File: src/rtl/mic_envelope_follower_top_defines.svh
// mic_envelope_follower_top_defines.svh: assertion macros for the envelope follower.
// Included by the files that carry concurrent checks. No other dependencies.
`ifndef MIC_ENVELOPE_FOLLOWER_TOP_DEFINES_SVH
`define MIC_ENVELOPE_FOLLOWER_TOP_DEFINES_SVH
`ifndef SYNTHESIS
// Checked while out of reset.
`define MEF_ASSERT(lbl, clk, rst_n, prop, msg) \
  lbl: assert property (@(posedge clk) disable iff (!rst_n) (prop)) \
    else $error(msg);
// Checked at every edge, reset included.
`define MEF_ASSERT_ALWAYS(lbl, clk, prop, msg) \
  lbl: assert property (@(posedge clk) (prop)) \
    else $error(msg);
`else
`define MEF_ASSERT(lbl, clk, rst_n, prop, msg)
`define MEF_ASSERT_ALWAYS(lbl, clk, prop, msg)
`endif
`endif

File: src/rtl/mef_pkg.sv
// mef_pkg.sv: widths, fixed-point constants, register indexes and FSM states
// of the microphone envelope follower. No dependencies.
`default_nettype none

package mef_pkg;

  // converter width and full-scale code
  localparam int unsigned SAMPLE_BITS = 10;
  localparam logic [SAMPLE_BITS-1:0] MAXV = '1;

  localparam int unsigned STAMP_W = 32;
  localparam int unsigned X_W     = 17;   // Q1.16 normalized sample
  localparam int unsigned BIAS_W  = 25;   // Q1.24
  localparam int unsigned ENV_W   = 16;   // Q1.15
  localparam int unsigned GAIN_W  = 12;   // Q4.8
  localparam int unsigned RATE_W  = 16;   // Q0.16
  localparam int unsigned CFG_W   = 16;
  localparam int unsigned CFG_IDX_W = 2;

  localparam int unsigned GAIN_FRAC = 8;  // gain fraction bits
  localparam int unsigned ENV_SHIFT = 9;  // Q1.24 -> Q1.15

  localparam int unsigned ACC_W  = BIAS_W + RATE_W;
  localparam int unsigned PROD_W = ACC_W - GAIN_FRAC;

  // long division of (sample << 16) by MAXV, one quotient bit per cycle
  localparam int unsigned DIV_STEPS = SAMPLE_BITS + 16;
  localparam int unsigned CNT_W     = $clog2(DIV_STEPS + 1);

  localparam logic [BIAS_W-1:0] ONE_Q24  = BIAS_W'(1) << 24;
  localparam logic [BIAS_W-1:0] HALF_Q24 = BIAS_W'(1) << 23;
  localparam logic [ENV_W-1:0]  ONE_Q15  = ENV_W'(1) << 15;

  localparam logic [GAIN_W-1:0] GAIN_RST  = GAIN_W'(896);
  localparam logic [RATE_W-1:0] BRATE_RST = RATE_W'(39);
  localparam logic [RATE_W-1:0] ERATE_RST = RATE_W'(7864);
  localparam logic [ENV_W-1:0]  FLOOR_RST = ENV_W'(328);

  // register indexes
  localparam logic [CFG_IDX_W-1:0] CFG_GAIN      = 2'd0;
  localparam logic [CFG_IDX_W-1:0] CFG_BIAS_RATE = 2'd1;
  localparam logic [CFG_IDX_W-1:0] CFG_ENV_RATE  = 2'd2;
  localparam logic [CFG_IDX_W-1:0] CFG_FLOOR     = 2'd3;

  typedef enum logic [3:0] {
    ST_IDLE,
    ST_DIV,
    ST_BIAS,
    ST_MUL_BIAS,
    ST_BIAS_UPD,
    ST_SWING,
    ST_MUL_GAIN,
    ST_CLAMP,
    ST_MUL_ENV,
    ST_ENV_UPD,
    ST_OUT
  } mef_state_e;

endpackage

`default_nettype wire

File: src/rtl/mef_if.sv
// mef_if.sv: valid/ready stream interfaces for sample input and envelope output.
// Depends on mef_pkg.
`default_nettype none

interface mef_in_if import mef_pkg::*; ();
  logic                   valid;
  logic                   ready;
  logic                   mode;
  logic [SAMPLE_BITS-1:0] sample;
  logic [STAMP_W-1:0]     timestamp;

  modport source (output valid, output mode, output sample, output timestamp,
                  input ready);
  modport sink   (input valid, input mode, input sample, input timestamp,
                  output ready);
endinterface

interface mef_out_if import mef_pkg::*; ();
  logic               valid;
  logic               ready;
  logic [ENV_W-1:0]   envelope;
  logic [STAMP_W-1:0] stamp;

  modport source (output valid, output envelope, output stamp, input ready);
  modport sink   (input valid, input envelope, input stamp, output ready);
endinterface

`default_nettype wire

File: src/rtl/mic_envelope_follower_top.sv
// mic_envelope_follower_top.sv: AC-coupled envelope follower, bit-serial datapath.
// Depends on mef_pkg, mef_if.sv and mic_envelope_follower_top_defines.svh.
//
//   channel   dir   transfer carries                 notes
//   smp_i     in    mode, sample, timestamp          taken only when idle
//   env_o     out   envelope, stamp                  one per normal sample
//   cfg       in    cfg_we_i, cfg_idx_i, cfg_data_i  write only, no wait
//
// A sample is normalized by a bit-serial long division; a warm-up sample then
// updates the bias and ends, while a normal sample goes through the shared
// shift-add multiplier (16, 12 and 16 steps) for the bias, gain and envelope.
// Reset: asynchronous, active low; bias returns to 0.5, envelope to zero.
// Stalls: the result sits in an output register, so the block takes the next
// sample while it waits; a second result waits in ST_OUT until the slot frees.
`default_nettype none
`include "mic_envelope_follower_top_defines.svh"

module mic_envelope_follower_top import mef_pkg::*; (
  input  wire logic                 clk_i,
  input  wire logic                 rst_ni,
  input  wire logic                 cfg_we_i,
  input  wire logic [CFG_IDX_W-1:0] cfg_idx_i,
  input  wire logic [CFG_W-1:0]     cfg_data_i,
  mef_in_if.sink                    smp_i,
  mef_out_if.source                 env_o
);

  // configuration registers
  logic [GAIN_W-1:0] gain_q;
  logic [RATE_W-1:0] bias_rate_q, env_rate_q;
  logic [ENV_W-1:0]  noise_floor_q;

  // control
  mef_state_e       state_q, state_d;
  logic [CNT_W-1:0] cnt_q, cnt_d;
  logic             out_valid_q, out_valid_d;

  // filter state
  logic [BIAS_W-1:0] bias_q, bias_d;
  logic [ENV_W-1:0]  env_q, env_d;

  // per-item payload and serial datapath
  logic                   mode_q, mode_d;
  logic [STAMP_W-1:0]     stamp_q, stamp_d;
  logic [SAMPLE_BITS-1:0] num_q, num_d;     // dividend bits, MSB first
  logic [SAMPLE_BITS-1:0] rem_q, rem_d;     // remainder, always below MAXV
  logic [X_W-1:0]         x_q, x_d;         // quotient shifts in here
  logic [ACC_W-1:0]       acc_q, acc_d;
  logic [BIAS_W-1:0]      mcand_q, mcand_d;
  logic [RATE_W-1:0]      mplier_q, mplier_d;
  logic                   neg_q, neg_d;
  logic [ENV_W-1:0]       out_env_q, out_env_d;
  logic [STAMP_W-1:0]     out_stamp_q, out_stamp_d;

  // combinational helpers
  logic                   in_xfer, out_load, cnt_last, mul_step;
  logic [SAMPLE_BITS:0]   rem_sh;
  logic                   q_bit;
  logic [BIAS_W-1:0]      x24;
  logic [BIAS_W:0]        d1_pos, d1_neg;
  logic                   d1_sign;
  logic [BIAS_W-1:0]      d1_mag;
  logic [PROD_W-1:0]      prod;
  logic [ENV_W-1:0]       target;
  logic [ENV_W:0]         d2_pos, d2_neg;
  logic                   d2_sign;
  logic [ENV_W-1:0]       d2_mag;
  logic [BIAS_W-1:0]      bias_step;
  logic [ENV_W-1:0]       env_step, env_new;

  // ---------------------------------------------------------------------------
  // configuration writes
  always_ff @(posedge clk_i or negedge rst_ni) begin
    if (!rst_ni) begin
      gain_q        <= GAIN_RST;
      bias_rate_q   <= BRATE_RST;
      env_rate_q    <= ERATE_RST;
      noise_floor_q <= FLOOR_RST;
    end else if (cfg_we_i) begin
      case (cfg_idx_i)
        CFG_GAIN:      gain_q        <= cfg_data_i[GAIN_W-1:0];
        CFG_BIAS_RATE: bias_rate_q   <= cfg_data_i[RATE_W-1:0];
        CFG_ENV_RATE:  env_rate_q    <= cfg_data_i[RATE_W-1:0];
        CFG_FLOOR:     noise_floor_q <= cfg_data_i[ENV_W-1:0];
        default: ;
      endcase
    end
  end

  // ---------------------------------------------------------------------------
  // shared arithmetic
  assign cnt_last = (cnt_q == CNT_W'(1));
  assign in_xfer  = smp_i.valid && smp_i.ready;
  assign out_load = (state_q == ST_OUT) && (!out_valid_q || env_o.ready);
  assign mul_step = state_q inside {ST_MUL_BIAS, ST_MUL_GAIN, ST_MUL_ENV};

  // restoring division step
  assign rem_sh = {rem_q, num_q[SAMPLE_BITS-1]};
  assign q_bit  = (rem_sh >= {1'b0, MAXV});

  // x - bias in Q1.24, as sign and magnitude
  assign x24     = {x_q, 8'b0};
  assign d1_pos  = {1'b0, x24} - {1'b0, bias_q};
  assign d1_neg  = {1'b0, bias_q} - {1'b0, x24};
  assign d1_sign = d1_pos[BIAS_W];
  assign d1_mag  = d1_sign ? d1_neg[BIAS_W-1:0] : d1_pos[BIAS_W-1:0];

  // swing*gain >> 8, saturated at 1.0, then Q1.15
  assign prod   = acc_q[ACC_W-1:GAIN_FRAC];
  assign target = (prod > PROD_W'(ONE_Q24)) ? ONE_Q15
                                            : acc_q[GAIN_FRAC+ENV_SHIFT +: ENV_W];
  assign d2_pos  = {1'b0, target} - {1'b0, env_q};
  assign d2_neg  = {1'b0, env_q} - {1'b0, target};
  assign d2_sign = d2_pos[ENV_W];
  assign d2_mag  = d2_sign ? d2_neg[ENV_W-1:0] : d2_pos[ENV_W-1:0];

  // scaled steps truncate toward zero: magnitude is floored, then signed
  assign bias_step = acc_q[RATE_W +: BIAS_W];
  assign env_step  = acc_q[RATE_W +: ENV_W];
  assign env_new   = neg_q ? (env_q - env_step) : (env_q + env_step);

  // ---------------------------------------------------------------------------
  // next state
  always_comb begin
    state_d = state_q;
    case (state_q)
      ST_IDLE:     if (in_xfer) state_d = ST_DIV;
      ST_DIV:      if (cnt_last) state_d = ST_BIAS;
      ST_BIAS:     state_d = mode_q ? ST_MUL_BIAS : ST_IDLE;
      ST_MUL_BIAS: if (cnt_last) state_d = ST_BIAS_UPD;
      ST_BIAS_UPD: state_d = ST_SWING;
      ST_SWING:    state_d = ST_MUL_GAIN;
      ST_MUL_GAIN: if (cnt_last) state_d = ST_CLAMP;
      ST_CLAMP:    state_d = ST_MUL_ENV;
      ST_MUL_ENV:  if (cnt_last) state_d = ST_ENV_UPD;
      ST_ENV_UPD:  state_d = ST_OUT;
      ST_OUT:      if (out_load) state_d = ST_IDLE;
      default:     state_d = ST_IDLE;
    endcase
  end

  // ---------------------------------------------------------------------------
  // outputs and datapath
  always_comb begin
    smp_i.ready = (state_q == ST_IDLE);
    cnt_d       = cnt_q;
    bias_d      = bias_q;
    env_d       = env_q;
    mode_d      = mode_q;
    stamp_d     = stamp_q;
    num_d       = num_q;
    rem_d       = rem_q;
    x_d         = x_q;
    acc_d       = acc_q;
    mcand_d     = mcand_q;
    mplier_d    = mplier_q;
    neg_d       = neg_q;
    out_env_d   = out_env_q;
    out_stamp_d = out_stamp_q;
    out_valid_d = env_o.ready ? 1'b0 : out_valid_q;

    // one shift-add step, multiplier bits taken MSB first
    if (mul_step) begin
      acc_d    = {acc_q[ACC_W-2:0], 1'b0} +
                 (mplier_q[RATE_W-1] ? ACC_W'(mcand_q) : '0);
      mplier_d = {mplier_q[RATE_W-2:0], 1'b0};
      cnt_d    = cnt_q - CNT_W'(1);
    end

    case (state_q)
      ST_IDLE: begin
        if (in_xfer) begin
          mode_d  = smp_i.mode;
          stamp_d = smp_i.timestamp;
          num_d   = smp_i.sample;
          rem_d   = '0;
          x_d     = '0;
          cnt_d   = CNT_W'(DIV_STEPS);
        end
      end
      ST_DIV: begin
        num_d = {num_q[SAMPLE_BITS-2:0], 1'b0};
        rem_d = q_bit ? SAMPLE_BITS'(rem_sh - {1'b0, MAXV}) : rem_sh[SAMPLE_BITS-1:0];
        x_d   = {x_q[X_W-2:0], q_bit};
        cnt_d = cnt_q - CNT_W'(1);
      end
      ST_BIAS: begin
        if (!mode_q) begin
          // warm-up: bias += (x - bias)/4
          bias_d = d1_sign ? (bias_q - (d1_mag >> 2)) : (bias_q + (d1_mag >> 2));
        end else begin
          acc_d    = '0;
          mcand_d  = d1_mag;
          mplier_d = bias_rate_q;
          neg_d    = d1_sign;
          cnt_d    = CNT_W'(RATE_W);
        end
      end
      ST_BIAS_UPD: begin
        bias_d = neg_q ? (bias_q - bias_step) : (bias_q + bias_step);
      end
      ST_SWING: begin
        acc_d    = '0;
        mcand_d  = d1_mag;
        mplier_d = {gain_q, {(RATE_W-GAIN_W){1'b0}}};
        cnt_d    = CNT_W'(GAIN_W);
      end
      ST_CLAMP: begin
        acc_d    = '0;
        mcand_d  = BIAS_W'(d2_mag);
        mplier_d = env_rate_q;
        neg_d    = d2_sign;
        cnt_d    = CNT_W'(RATE_W);
      end
      ST_ENV_UPD: begin
        env_d = (env_new < noise_floor_q) ? '0 : env_new;
      end
      ST_OUT: begin
        if (out_load) begin
          out_valid_d = 1'b1;
          out_env_d   = env_q;
          out_stamp_d = stamp_q;
        end
      end
      default: ;
    endcase
  end

  assign env_o.valid    = out_valid_q;
  assign env_o.envelope = out_env_q;
  assign env_o.stamp    = out_stamp_q;

  // ---------------------------------------------------------------------------
  // registers
  always_ff @(posedge clk_i or negedge rst_ni) begin
    if (!rst_ni) begin
      state_q     <= ST_IDLE;
      cnt_q       <= '0;
      out_valid_q <= 1'b0;
      bias_q      <= HALF_Q24;
      env_q       <= '0;
    end else begin
      state_q     <= state_d;
      cnt_q       <= cnt_d;
      out_valid_q <= out_valid_d;
      bias_q      <= bias_d;
      env_q       <= env_d;
    end
  end

  always_ff @(posedge clk_i) begin
    mode_q      <= mode_d;
    stamp_q     <= stamp_d;
    num_q       <= num_d;
    rem_q       <= rem_d;
    x_q         <= x_d;
    acc_q       <= acc_d;
    mcand_q     <= mcand_d;
    mplier_q    <= mplier_d;
    neg_q       <= neg_d;
    out_env_q   <= out_env_d;
    out_stamp_q <= out_stamp_d;
  end

  // ---------------------------------------------------------------------------
  // checks
  `MEF_ASSERT_ALWAYS(a_bias_range, clk_i, bias_q <= ONE_Q24, "bias left 0..1")
  `MEF_ASSERT_ALWAYS(a_env_range, clk_i, env_q <= ONE_Q15, "envelope above 1.0")
  `MEF_ASSERT(a_warmup_silent, clk_i, rst_ni,
    (state_q == ST_BIAS && !mode_q) |=> (state_q == ST_IDLE),
    "warm-up did not return to idle")
  `MEF_ASSERT(a_floor, clk_i, rst_ni,
    (state_q == ST_ENV_UPD) |=> (env_q == '0 || env_q >= noise_floor_q),
    "envelope below floor kept")
  `MEF_ASSERT(a_result_src, clk_i, rst_ni,
    $rose(out_valid_q) |-> $past(state_q == ST_OUT),
    "result loaded outside ST_OUT")

endmodule

`default_nettype wire
File: src/flat_wrapper.sv
// flat-port wrapper written by rule: the top's interface ports become plain ports
module mic_envelope_follower_top_flat import mef_pkg::*;
  (clk_i, rst_ni, cfg_we_i, cfg_idx_i, cfg_data_i, smp_i_valid, smp_i_mode, smp_i_sample, smp_i_timestamp, smp_i_ready, env_o_valid, env_o_envelope, env_o_stamp, env_o_ready);
  mef_in_if smp_i_i ();
  mef_out_if env_o_i ();
  input  wire logic clk_i;
  input  wire logic rst_ni;
  input  wire logic cfg_we_i;
  input  wire logic [CFG_IDX_W-1:0] cfg_idx_i;
  input  wire logic [CFG_W-1:0] cfg_data_i;
  input wire logic [$bits(smp_i_i.valid)-1:0] smp_i_valid;
  input wire logic [$bits(smp_i_i.mode)-1:0] smp_i_mode;
  input wire logic [$bits(smp_i_i.sample)-1:0] smp_i_sample;
  input wire logic [$bits(smp_i_i.timestamp)-1:0] smp_i_timestamp;
  output wire logic [$bits(smp_i_i.ready)-1:0] smp_i_ready;
  output wire logic [$bits(env_o_i.valid)-1:0] env_o_valid;
  output wire logic [$bits(env_o_i.envelope)-1:0] env_o_envelope;
  output wire logic [$bits(env_o_i.stamp)-1:0] env_o_stamp;
  input wire logic [$bits(env_o_i.ready)-1:0] env_o_ready;
  assign smp_i_i.valid = smp_i_valid;
  assign smp_i_i.mode = smp_i_mode;
  assign smp_i_i.sample = smp_i_sample;
  assign smp_i_i.timestamp = smp_i_timestamp;
  assign smp_i_ready = smp_i_i.ready;
  assign env_o_valid = env_o_i.valid;
  assign env_o_envelope = env_o_i.envelope;
  assign env_o_stamp = env_o_i.stamp;
  assign env_o_i.ready = env_o_ready;
  mic_envelope_follower_top u_core (.clk_i(clk_i), .rst_ni(rst_ni), .cfg_we_i(cfg_we_i), .cfg_idx_i(cfg_idx_i), .cfg_data_i(cfg_data_i), .smp_i(smp_i_i), .env_o(env_o_i));
endmodule
File: config.mk
export PLATFORM = sky130hd
export DESIGN_NAME = mic_envelope_follower_top_flat
export DESIGN_NICKNAME = d
export VERILOG_FILES = /design/src/rtl/mef_pkg.sv /design/src/rtl/mef_if.sv /design/src/rtl/mic_envelope_follower_top.sv /design/src/flat_wrapper.sv
export VERILOG_INCLUDE_DIRS = /design/src /design/src/rtl
export SDC_FILE = /design/constraint.sdc
export NUM_CORES = 1
export LEC_CHECK = 0
export BUFFER_PORTS_ARGS = -buffer_cell sky130_fd_sc_hd__buf_2
export CORE_ASPECT_RATIO = 2
export CORE_UTILIZATION = 62
export CTS_CLUSTER_DIAMETER = 30
export DETAILED_ROUTE_END_ITERATION = 10
export GPL_TIMING_DRIVEN = 0
export MAX_ROUTING_LAYER = met4
export PLACE_DENSITY = 0.9
export SKIP_CTS_REPAIR_TIMING = 1
export SYNTH_ARGS = -nofsm -noshare
export SYNTH_HDL_FRONTEND = slang
export SYNTH_SLANG_ARGS = --single-unit
File: constraint.sdc
create_clock -name clk_i -period 6.3 [get_ports clk_i]
set_clock_uncertainty 0.1 [all_clocks]
set_input_delay 0.63 -clock clk_i [delete_from_list [all_inputs] [get_ports clk_i]]
set_output_delay 0.63 -clock clk_i [all_outputs]
set_load 0.01 [all_outputs]
== Word-level counts from Yosys, hierarchy flattened ==
Index checks and enable logic that the tools add are counted.
Widths: inputs -> output; s select.
Storage, ports and cells
  word-level logic and storage cells: 123
  ROM bits: 0
  RAM bits: 0
  memories: 0
  input port bits: 66
  latch bits: 0
  flip-flop bits (word level): 312
  output and inout port bits: 50
Cells by class
  div/mod/pow operators: 0
  multipliers: 0
  shift-type cells: 0
  bitwise gates (word level): 0
  muxes and demuxes: 42
  $add $sub $neg: 13
  eq/ne operators: 22
  $lt $le $gt $ge: 3
  reductions and logical operators: 23
Operators by type and width (count)
  $mux 25: 6
  $mux 16: 6
  $mux 41: 2
  $pmux 41 s2: 1
  $pmux 25 s3: 1
  $pmux 25 s2: 1
  $sub 25x25->25: 2
  $pmux 16 s3: 1
  $pmux 4 s11: 1
  $add 41x41->41: 1
  $pmux 10 s2: 2
  $pmux 17 s2: 1
  $gt 33x25->1 const B: 1
  $sub 16x16->16: 2
  $mux 10: 3
  $sub 25x25->26: 1
  $add 25x23->25: 1
  $add 25x25->25: 1
  $pmux 5 s5: 1
  $sub 25x23->25: 1
  $mux 4: 6
  $reduce_and 2->1: 10
  $mux 17: 1
  $sub 16x16->17: 1
  other kinds (27): 49

== Logic depth before layout (Yosys ltp) ==
Gate-level depths: netlist (run 1).
  word-level depth: 6
  mapped depth: 29
  gate-level depth less buffers: 27

== Least setup slack after synthesis (run 1) ==
OpenSTA, ideal clock, no wires.
  path type: reg2reg
  start: register u_core.bias_q[18]
  end: register u_core.bias_q[22]
  stages on the path, launching flop included: 24
  slack: 0.601 ns
  data required time: 6.065 ns
  data arrival time: 5.464 ns
  path buffers: 1
  setup time: 0.135 ns
  cells stage by stage: dfrtp_1 ha_1 a21oi_2 o211ai_2 a221oi_1 buf_4 mux2_2 a211o_1 xor2_1 nand3_1 nor3_1 nor2_1 xor2_1 a21oi_1 ha_1 or4_1 o21a_1 o211a_1 or3_1 a21o_1 a21o_1 a21oi_1 xor2_1 o21ai_0
Between the ends
  cells in the longest elaborated chain, start to end: 6
  elaborated cells on any way between the ends: 11
  those cells by class: add/sub (6); mux (5)
RTL lines
  start, declared: RTL line mic_envelope_follower_top.sv:39  | logic [BIAS_W-1:0] bias_q, bias_d;
  start signal, assigned: RTL line mic_envelope_follower_top.sv:246  | bias_q <= bias_d;
  $sub 25x25->26 / $sub 25x25->25 (equally long branches): RTL line mic_envelope_follower_top.sv:103, mic_envelope_follower_top.sv:104
  $mux 25: RTL line mic_envelope_follower_top.sv:106  | assign d1_mag = d1_sign ? d1_neg[BIAS_W-1:0] : d1_pos[BIAS_W-1:0];
  $add 25x23->25 / $sub 25x23->25 (equally long branches): RTL line mic_envelope_follower_top.sv:190  | bias_d = d1_sign ? (bias_q - (d1_mag >> 2)) : (bias_q + (d1_mag >> 2));
  $mux 25: RTL line mic_envelope_follower_top.sv:190
  $mux 25: RTL line mic_envelope_follower_top.sv:188  | if (!mode_q) begin
  $pmux 25 s2 *: RTL line mic_envelope_follower_top.sv:170  | case (state_q)
Mark *: on every way between the ends. The rest lies on a longest branch, timed or not. The select of a mux whose other input is x is not followed.
A chain may end at the register's enable or synchronous reset.

== Worst setup path in the final report (run 1) ==
  start: register u_core.bias_q[23]
  end: register u_core.bias_q[22]
Between the ends
  cells in the longest elaborated chain, start to end: 6
  elaborated cells on any way between the ends: 8
  those cells by class: add/sub (4); mux (4)
RTL lines (RTL line)
  $sub 25x25->26 / $sub 25x25->25 (equally long branches): mic_envelope_follower_top.sv:103, mic_envelope_follower_top.sv:104
  $mux 25: mic_envelope_follower_top.sv:106
  $add 25x23->25 / $sub 25x23->25 (equally long branches): mic_envelope_follower_top.sv:190
  $mux 25 *: mic_envelope_follower_top.sv:190
  $mux 25 *: mic_envelope_follower_top.sv:188
  $pmux 25 s2 *: mic_envelope_follower_top.sv:170
Marked as above.

==> results of run 1 <==
## per-layer routing
layer  track usage (%)  wire length [µm]  vias to the layer above  share of wire [%]
met3              7.80              4330                      421                6.7
met4              38.0              6960                        0                 11
met2              68.6             32800                      939                 51
met1              36.2             20300                     8559                 32
met5                 -                 0                        -                  0
li1                  -                 -                     8119                  -
## critical path, cell delays in order (launching register included)
cell and delay, ps:
dfstp_2 570, ha_1 340, a21o_1 270, a221o_2 430, or4_4 550, nand4_4 160, o311ai_4 150, nor2_2 230
nand2_2 150, nor3_4 230, nor2_1 80, xor2_1 270, a21oi_2 150, ha_4 210, or4_1 530, o21a_4 260
o211a_1 280, or3_1 350, a21o_1 220, a21o_1 210, a21oi_2 160, xor2_1 170, o21ai_0 90
## sequential cells by signal (all words and copies together), names as in the netlist, 4 cells and up
signal / flops
u_core.state_q: 4
u_core.mplier_q: 16
u_core.num_q: 10
u_core.rem_q: 10
u_core.env_o.envelope: 16
u_core.bias_rate_q: 16
u_core.cnt_q: 5
u_core.env_rate_q: 16
u_core.noise_floor_q: 16
u_core.stamp_q: 32
u_core.acc_q: 41
u_core.env_q: 16
u_core.x_q: 17
u_core.mcand_q: 25
u_core.env_o.stamp: 32
u_core.gain_q: 12
u_core.bias_q: 25
## worst min path at each step
stage	slack, ps	cells after the start	to	start
5_1_grt	130	1	u_core.stamp_q[29]	smp_i_timestamp[29]
3_5_place_dp	300	0	u_core.env_o.stamp[22]	u_core.stamp_q[22]
3_3_place_gp	300	0	u_core.env_o.stamp[27]	u_core.stamp_q[27]
4_1_cts	-40	1	u_core.cnt_q[0]	rst_ni
2_1_floorplan	230	0	u_core.bias_q[0]	rst_ni
6_report	140	1	u_core.stamp_q[29]	smp_i_timestamp[29]
## Yosys cell counts, drive strengths merged, types with 13 or more instances
master / n
mux2: 64
a31oi: 22
nand2: 227
dfrtp: 92
inv: 139
nand3: 47
nor2: 189
a211oi: 20
a222oi: 13
xor2: 55
or3: 20
o21a: 15
nor4: 15
dfstp: 19
and3: 19
and2: 45
a21boi: 13
a21o: 39
mux2i: 29
clkbuf: 85
xnor2: 85
nand2b: 19
a21oi: 168
edfxtp: 144
dfxtp: 57
nor3: 38
nor2b: 22
ha: 146
o21ai: 147
## stage by stage
stage,instances,area (µm²),hold WS (ps)
after global routing,2822,23400,126
after detailed placement,2714,21400,305
final,2822,23400,136
after global placement,2712,21300,301
after floorplan,2170,20200,234
after CTS,2794,22800,-37.8
## cell families (layout without fill, tap and decap cells)
kind of cell / Yosys count / in the layout / share of synthesized area, %
AND/OR/NAND/NOR: 690 / 690 / 16.4
AO/OA/AOI/OAI: 547 / 547 / 17.4
buffers and inverters: 236 / 459 / 4.57
other: 0 / 2 / 0
XOR/XNOR: 140 / 140 / 6.07
multiplexers: 93 / 93 / 5.01
adder cells (fa/ha/maj): 152 / 152 / 9.64
flip-flops: 312 / 312 / 40.9
## cell type report
cell class / count / area share [%]
Multi-Input combinational cell: 1622 / 48.4
Sequential cell: 312 / 35.3
Clock inverter: 32 / 1.41
Timing Repair Buffer: 146 / 3.72
Clock buffer: 48 / 4.80
Inverter: 139 / 2.23
Buffer: 94 / 1.82
Antenna cell: 2 / 0.0214
Tap cell: 427 / 2.28
==> out/qor.yml, run 1 <==
synth.area.top_cells: "edfxtp_1 (21%), dfrtp_1 (11%), ha_1 (9.0%)"
cts_tree: "done"
die_x_um: 130
final_common_cell: "nand2_1"
ys_types: 91
antenna_found_initial: 2
port_buffers: 115
worst_ep_required_time_ps: 6600
syn_nets: 2388
cp_max_fo: 7
finalSetupViolCount: 0
grt_pass1_vias: 18500
fillerInstances: 2354
grt_use_total_pct: 40.2
synth-main-ff-cell: "edfxtp_1"
first_iter_violations: 1285
via_per_inst: 6.39
seq_area_frac_synth_pct: 40.9
drtPass1Iterations: 9
syn_inst: 2170
status: "finished clean"
die_h_um: 257
regArea_um2: 8270
regToRegSetupSlack_ps: 10
pre_cts_ws_ps: -1550
synth-async-reset-ratio_pct: 35.6
clk_pin_slew_ps: 70
start_kind: "flop"
htree_levels: 2
ioPinCount: 116
wire_per_inst_um: 22.8
gp_congestion: 0.997
final_cell_mix: "nand2_1 (222), nor2_1 (184), a21oi_1 (156)"
worst_slew_pin_slew_ps: 1380
clk_latency_ps: 570
routed_wl_um: 64400
die-area_um2: 33300
initial_core_util_pct: 62.9
cts_made_buffers: 43
netlist_area_um2: 20200
root_buffer: "clkbuf_16"
r2r_cells: 22
crit_type: "flop to flop"
max_freq_mhz: 159
yosysTopAreaCellShare_pct: 21.4
grt_pass1_wl_um: 98400
synthToLayoutAreaGrowth_pct: 16.1
layout.nets: 2576
synth_edf_count: 144
crit_arrival_ps: 6580
avgSynthCellArea_um2: 9.30
maxCapViolCount: 0
period_share_pct: 99.8
gr-total-overflow: 0
drive_gt1_share_pct: 17.2
r2r_end: "u_core.bias_q[22]"
crit_path_end: "u_core.bias_q[22]"
multiInputGateArea_um2: 11400
startpoint: "u_core.bias_q[23]"
hold_viol: 0
relSlewSlack_pct: 7.55
endpoint_kind: "flop"
rsz0062_at_grt: "yes"
r2r-start: "u_core.bias_q[23]"
row_count: 93
slew_viol_final: 0
final_util_pct: 73.0
core_area_um2: 32100
cts.sinks: 312
ys_ff_latch: 312
clock_path_buffers: 3
via_count: 18000
synth_top_cell_by_area: "edfxtp_1"
timing.setup.tns_ps: 0
fin_crit_ps: 6290
ant_nets: 0
hpwl_um: 47600
drc: 0
fin_ws_ps: 14.0
hold_path_class: "input port to flop"
grt_start_max_net_pins: 77
yosysWarnings: 0
Power of run 1 is left out: the tool's default activity adds up to more than one toggle a clock period on the data nets, which glitch-free logic cannot reach.
==> run 2, diff against run 1 <==
Settings changed: PLACE_DENSITY 0.9 to 0.81.
==> out/qor.yml, run 2 (synthesized netlist as in run 1, its figures left out) <==
critical_path.slowest_cell: "dfrtp_1"
crit_top_cell: "a21o_1"
largest_reg_flops: 41
timing.setup.tns_ps: 0
start_kind: "flop"
endpoint_kind: "flop"
wire_per_inst_um: 21.6
core_area_um2: 32100
finalSetupViolCount: 0
die_x_um: 130
r2r_cells: 25
clock_path_buffers: 3
fin_crit_ps: 6160
period_share_pct: 97.8
worst_slew_pin_slew_ps: 1240
clk_pin_slew_ps: 50
drive_gt1_share_pct: 18.3
cts_made_buffers: 43
relSlewSlack_pct: 16.4
hold_path_class: "input port to async pin"
slew_viol_final: 0
row_count: 93
root_buffer: "clkbuf_16"
final_cell_mix: "nand2_1 (224), nor2_1 (184), a21oi_1 (156)"
drtPass1Iterations: 8
ant_nets: 0
gr-total-overflow: 0
drc: 0
clk_latency_ps: 560
via_count: 17700
grt_use_total_pct: 37.7
cp_max_fo: 10
initial_core_util_pct: 62.9
gp_congestion: 1.00
cts_tree: "done"
routed_wl_um: 61100
grt_pass1_wl_um: 92600
layout.nets: 2588
via_per_inst: 6.26
fillerInstances: 2390
cp_slowest_stage_delay_ps: 440
port_buffers: 115
top_register: "u_core.acc_q"
antenna_found_initial: 1
grt_pass1_vias: 18100
status: "finished clean"
synthToLayoutAreaGrowth_pct: 17.2
die_h_um: 257
die-area_um2: 33300
hold_viol: 0
max_freq_mhz: 162
first_iter_violations: 973
maxCapViolCount: 0
worst_ep_required_time_ps: 6600
crit_type: "flop to flop"
crit_arrival_ps: 6460
grt_start_max_net_pins: 61
final_common_cell: "nand2_1"
cts.sinks: 312
ioPinCount: 116
hpwl_um: 46100
htree_levels: 2
## run 2: path summary, 6_finish.rpt
path	slack (ps)	to	start
min	60	u_core.bias_q[21]	rst_ni
max reg2reg	140	u_core.bias_q[22]	u_core.bias_q[13]
min in group clk_i	140	u_core.stamp_q[5]	smp_i_timestamp[5]
min reg2reg	310	u_core.env_o.stamp[26]	u_core.stamp_q[26]
max	140	u_core.bias_q[22]	u_core.bias_q[13]
max in group asynchronous	5130	u_core.gain_q[9]	rst_ni
## run 2: critical path, delay by kind of cell, from the launching register on
kind / cells / cell delay, ps
compound gates: 15 / 3130
xor+xnor: 2 / 260
flops: 1 / 440
fa+ha+maj: 2 / 680
buf+inv: 2 / 480
simple gates: 4 / 880
## run 2: cell type report
cell class / count / area, µm² / share of cell area (%)
multi-input cells: 1622 / 11400 / 48.4
flip-flops and latches: 312 / 8270 / 35.0
clock buffers: 47 / 1120 / 4.74
repair buffers: 158 / 950 / 4.01
well taps: 427 / 534 / 2.26
inverters: 139 / 522 / 2.20
plain buffers: 94 / 435 / 1.84
clock inverters: 33 / 375 / 1.59
diodes: 1 / 2.50 / 0.0106
## run 2: routing by layer
metal / share of wire (%) / track usage (%) / vias up
li1: - / - / 8153
met1: 32 / 31.8 / 8487
met2: 53 / 67.6 / 741
met3: 5.1 / 6.07 / 347
met4: 11 / 35.3 / 0
met5: 0 / - / -
## run 2: stage by stage
stage | instances | utilization [%] | setup WS, ps | cell area (µm²) | hold WS [ps]
global placement | 2712 | 66.3 | -1470 | 21300 | 301
CTS | 2794 | 71.2 | -1480 | 22900 | 120
global route | 2833 | 73.7 | -63.2 | 23700 | 132
detailed placement | 2714 | 66.5 | -1440 | 21400 | 305
finish | 2833 | 73.7 | 139 | 23700 | 61.6
floorplan | 2170 | - | 601 | 20200 | 234
Power of run 2 is left out for the same reason.
==> run 3, diff against run 2 <==
Settings changed: CORE_UTILIZATION 62 to 65, PLACE_DENSITY 0.81 to 0.84.
Clock period 6.3 ns to 7.6 ns, I/O delays scaled along.
==> out/qor.yml, run 3 (synthesized netlist as in run 1, its figures left out) <==
hold_viol: 0
largest_reg_flops: 41
clk_latency_ps: 570
regArea_um2: 8270
diodes: 0
top_register: "u_core.acc_q"
final_cell_mix: "nand2_1 (226), nor2_1 (188), a21oi_1 (165)"
final_common_cell: "nand2_1"
cts_made_buffers: 44
wire_per_inst_um: 21.8
initial_core_util_pct: 65.7
via_count: 17400
cts_tree: "done"
critPathTopFamily: "compound AO/OA/AOI/OAI gates"
first_iter_violations: 1061
crit_arrival_ps: 7620
max_freq_mhz: 137
fillerInstances: 2224
multiInputGateArea_um2: 11000
grt_pass1_vias: 18100
timing.setup.tns_ps: 0
clk_pin_slew_ps: 60
relSlewSlack_pct: 13.2
routed_wl_um: 59800
finalSetupViolCount: 0
rsz0062_at_grt: "no"
critical_path.slowest_cell: "nor2_1"
hpwl_um: 46100
fin_crit_ps: 7280
drive_gt1_share_pct: 13.9
final_area_um2: 22800
start_kind: "flop"
maxCapViolCount: 0
htree_levels: 2
die_h_um: 251
grt_use_total_pct: 39.1
core_area_um2: 30700
gr-total-overflow: 0
dpl_cell_area_um2: 21300
drc: 0
worst_slew_pin_slew_ps: 1290
path_buf_inv: 3
gp_congestion: 1.01
port_buffers: 115
cp_max_fo: 10
clock_path_buffers: 3
cp_slowest_stage_delay_ps: 580
drtPass1Iterations: 8
grt_start_max_net_pins: 64
crit_path_cell_trace: "ha_1 -> clkbuf_1 -> inv_1 -> nor2_1 -> nand2_1 -> a21oi_2 -> nor2_1 -> clkbuf_1 -> or3_1 -> nand3_1 -> o21ai_0 -> ha_1 -> nor2b_1 -> o21ai_0 -> a21boi_0 -> o21ai_0 -> a211oi_1 -> o21ai_0 -> nand2b_1 -> o41ai_2 -> o211ai_1 -> o21ai_0 -> xor2_1 -> o21ai_0"
layout.nets: 2553
endpoint_kind: "flop"
die_x_um: 127
period_share_pct: 95.8
hold_path_class: "input port to async pin"
ioPinCount: 116
slew_viol_final: 0
crit_top_cell: "o21ai_0"
via_per_inst: 6.35
grt_pass1_wl_um: 92300
worst_ep_required_time_ps: 7940
antenna_found_initial: 0
root_buffer: "clkbuf_16"
synthToLayoutAreaGrowth_pct: 13.1
ant_nets: 0
crit_type: "flop to flop"
cts.sinks: 312
status: "finished clean"
row_count: 91
holdWs_ps: 227
die-area_um2: 31800
run 3: changes by cell type in the layout (fill, tap and decap cells not counted), moves of 6 or more:
cell	previous run	this run
ha_4	8	0
buf_4	44	4
ha_1	136	146
o21ai_0	134	143
o21ai_1	9	3
clkbuf_1	73	84
a21oi_1	156	165
inv_2	8	0
clkbuf_2	9	3
inv_1	131	138
run 3: layer usage:
metal | vias to the layer above | track usage [%] | wire, µm
li1 | 8082 | - | -
met1 | 8310 | 33.5 | 18800
met2 | 683 | 71.1 | 31600
met3 | 342 | 5.89 | 3170
met4 | 0 | 36.6 | 6180
met5 | - | - | 0
run 3: final timing paths:
| kind | from | depth (start not counted) | slack [ps] | to |
|---|---|---|---|---|
| setup / recovery | u_core.bias_q[17] | 24 | 320 | u_core.bias_q[23] |
| hold / removal | rst_ni | 1 | 230 | u_core.bias_q[6] |
| setup reg to reg | u_core.bias_q[17] | 24 | 320 | u_core.bias_q[23] |
| hold reg to reg | u_core.stamp_q[1] | 0 | 310 | u_core.env_o.stamp[1] |
| max in group asynchronous | rst_ni | 2 | 6370 | u_core.env_rate_q[12] |
| min in group clk_i | smp_i_timestamp[20] | 1 | 260 | u_core.stamp_q[20] |
run 3: through the flow:
stage | util (%) | std cells | setup slack (ps)
after global routing | 74.3 | 2743 | 32.1
final | 74.3 | 2743 | 321
after CTS | 74.1 | 2742 | -206
after floorplan | - | 2170 | 1900
after global placement | 69.1 | 2657 | -77.6
after detailed placement | 69.3 | 2660 | -165
run 3: final cells by class:
class	instances	share of cell area, %
timing repair buffer	119	2.85
sequential	312	36.2
inverter	139	2.29
tap	372	2.04
clock inverter	31	1.22
multi-input combinational	1622	48.3
buffer	97	1.78
clock buffer	51	5.31
Power of run 3 is left out for the same reason.
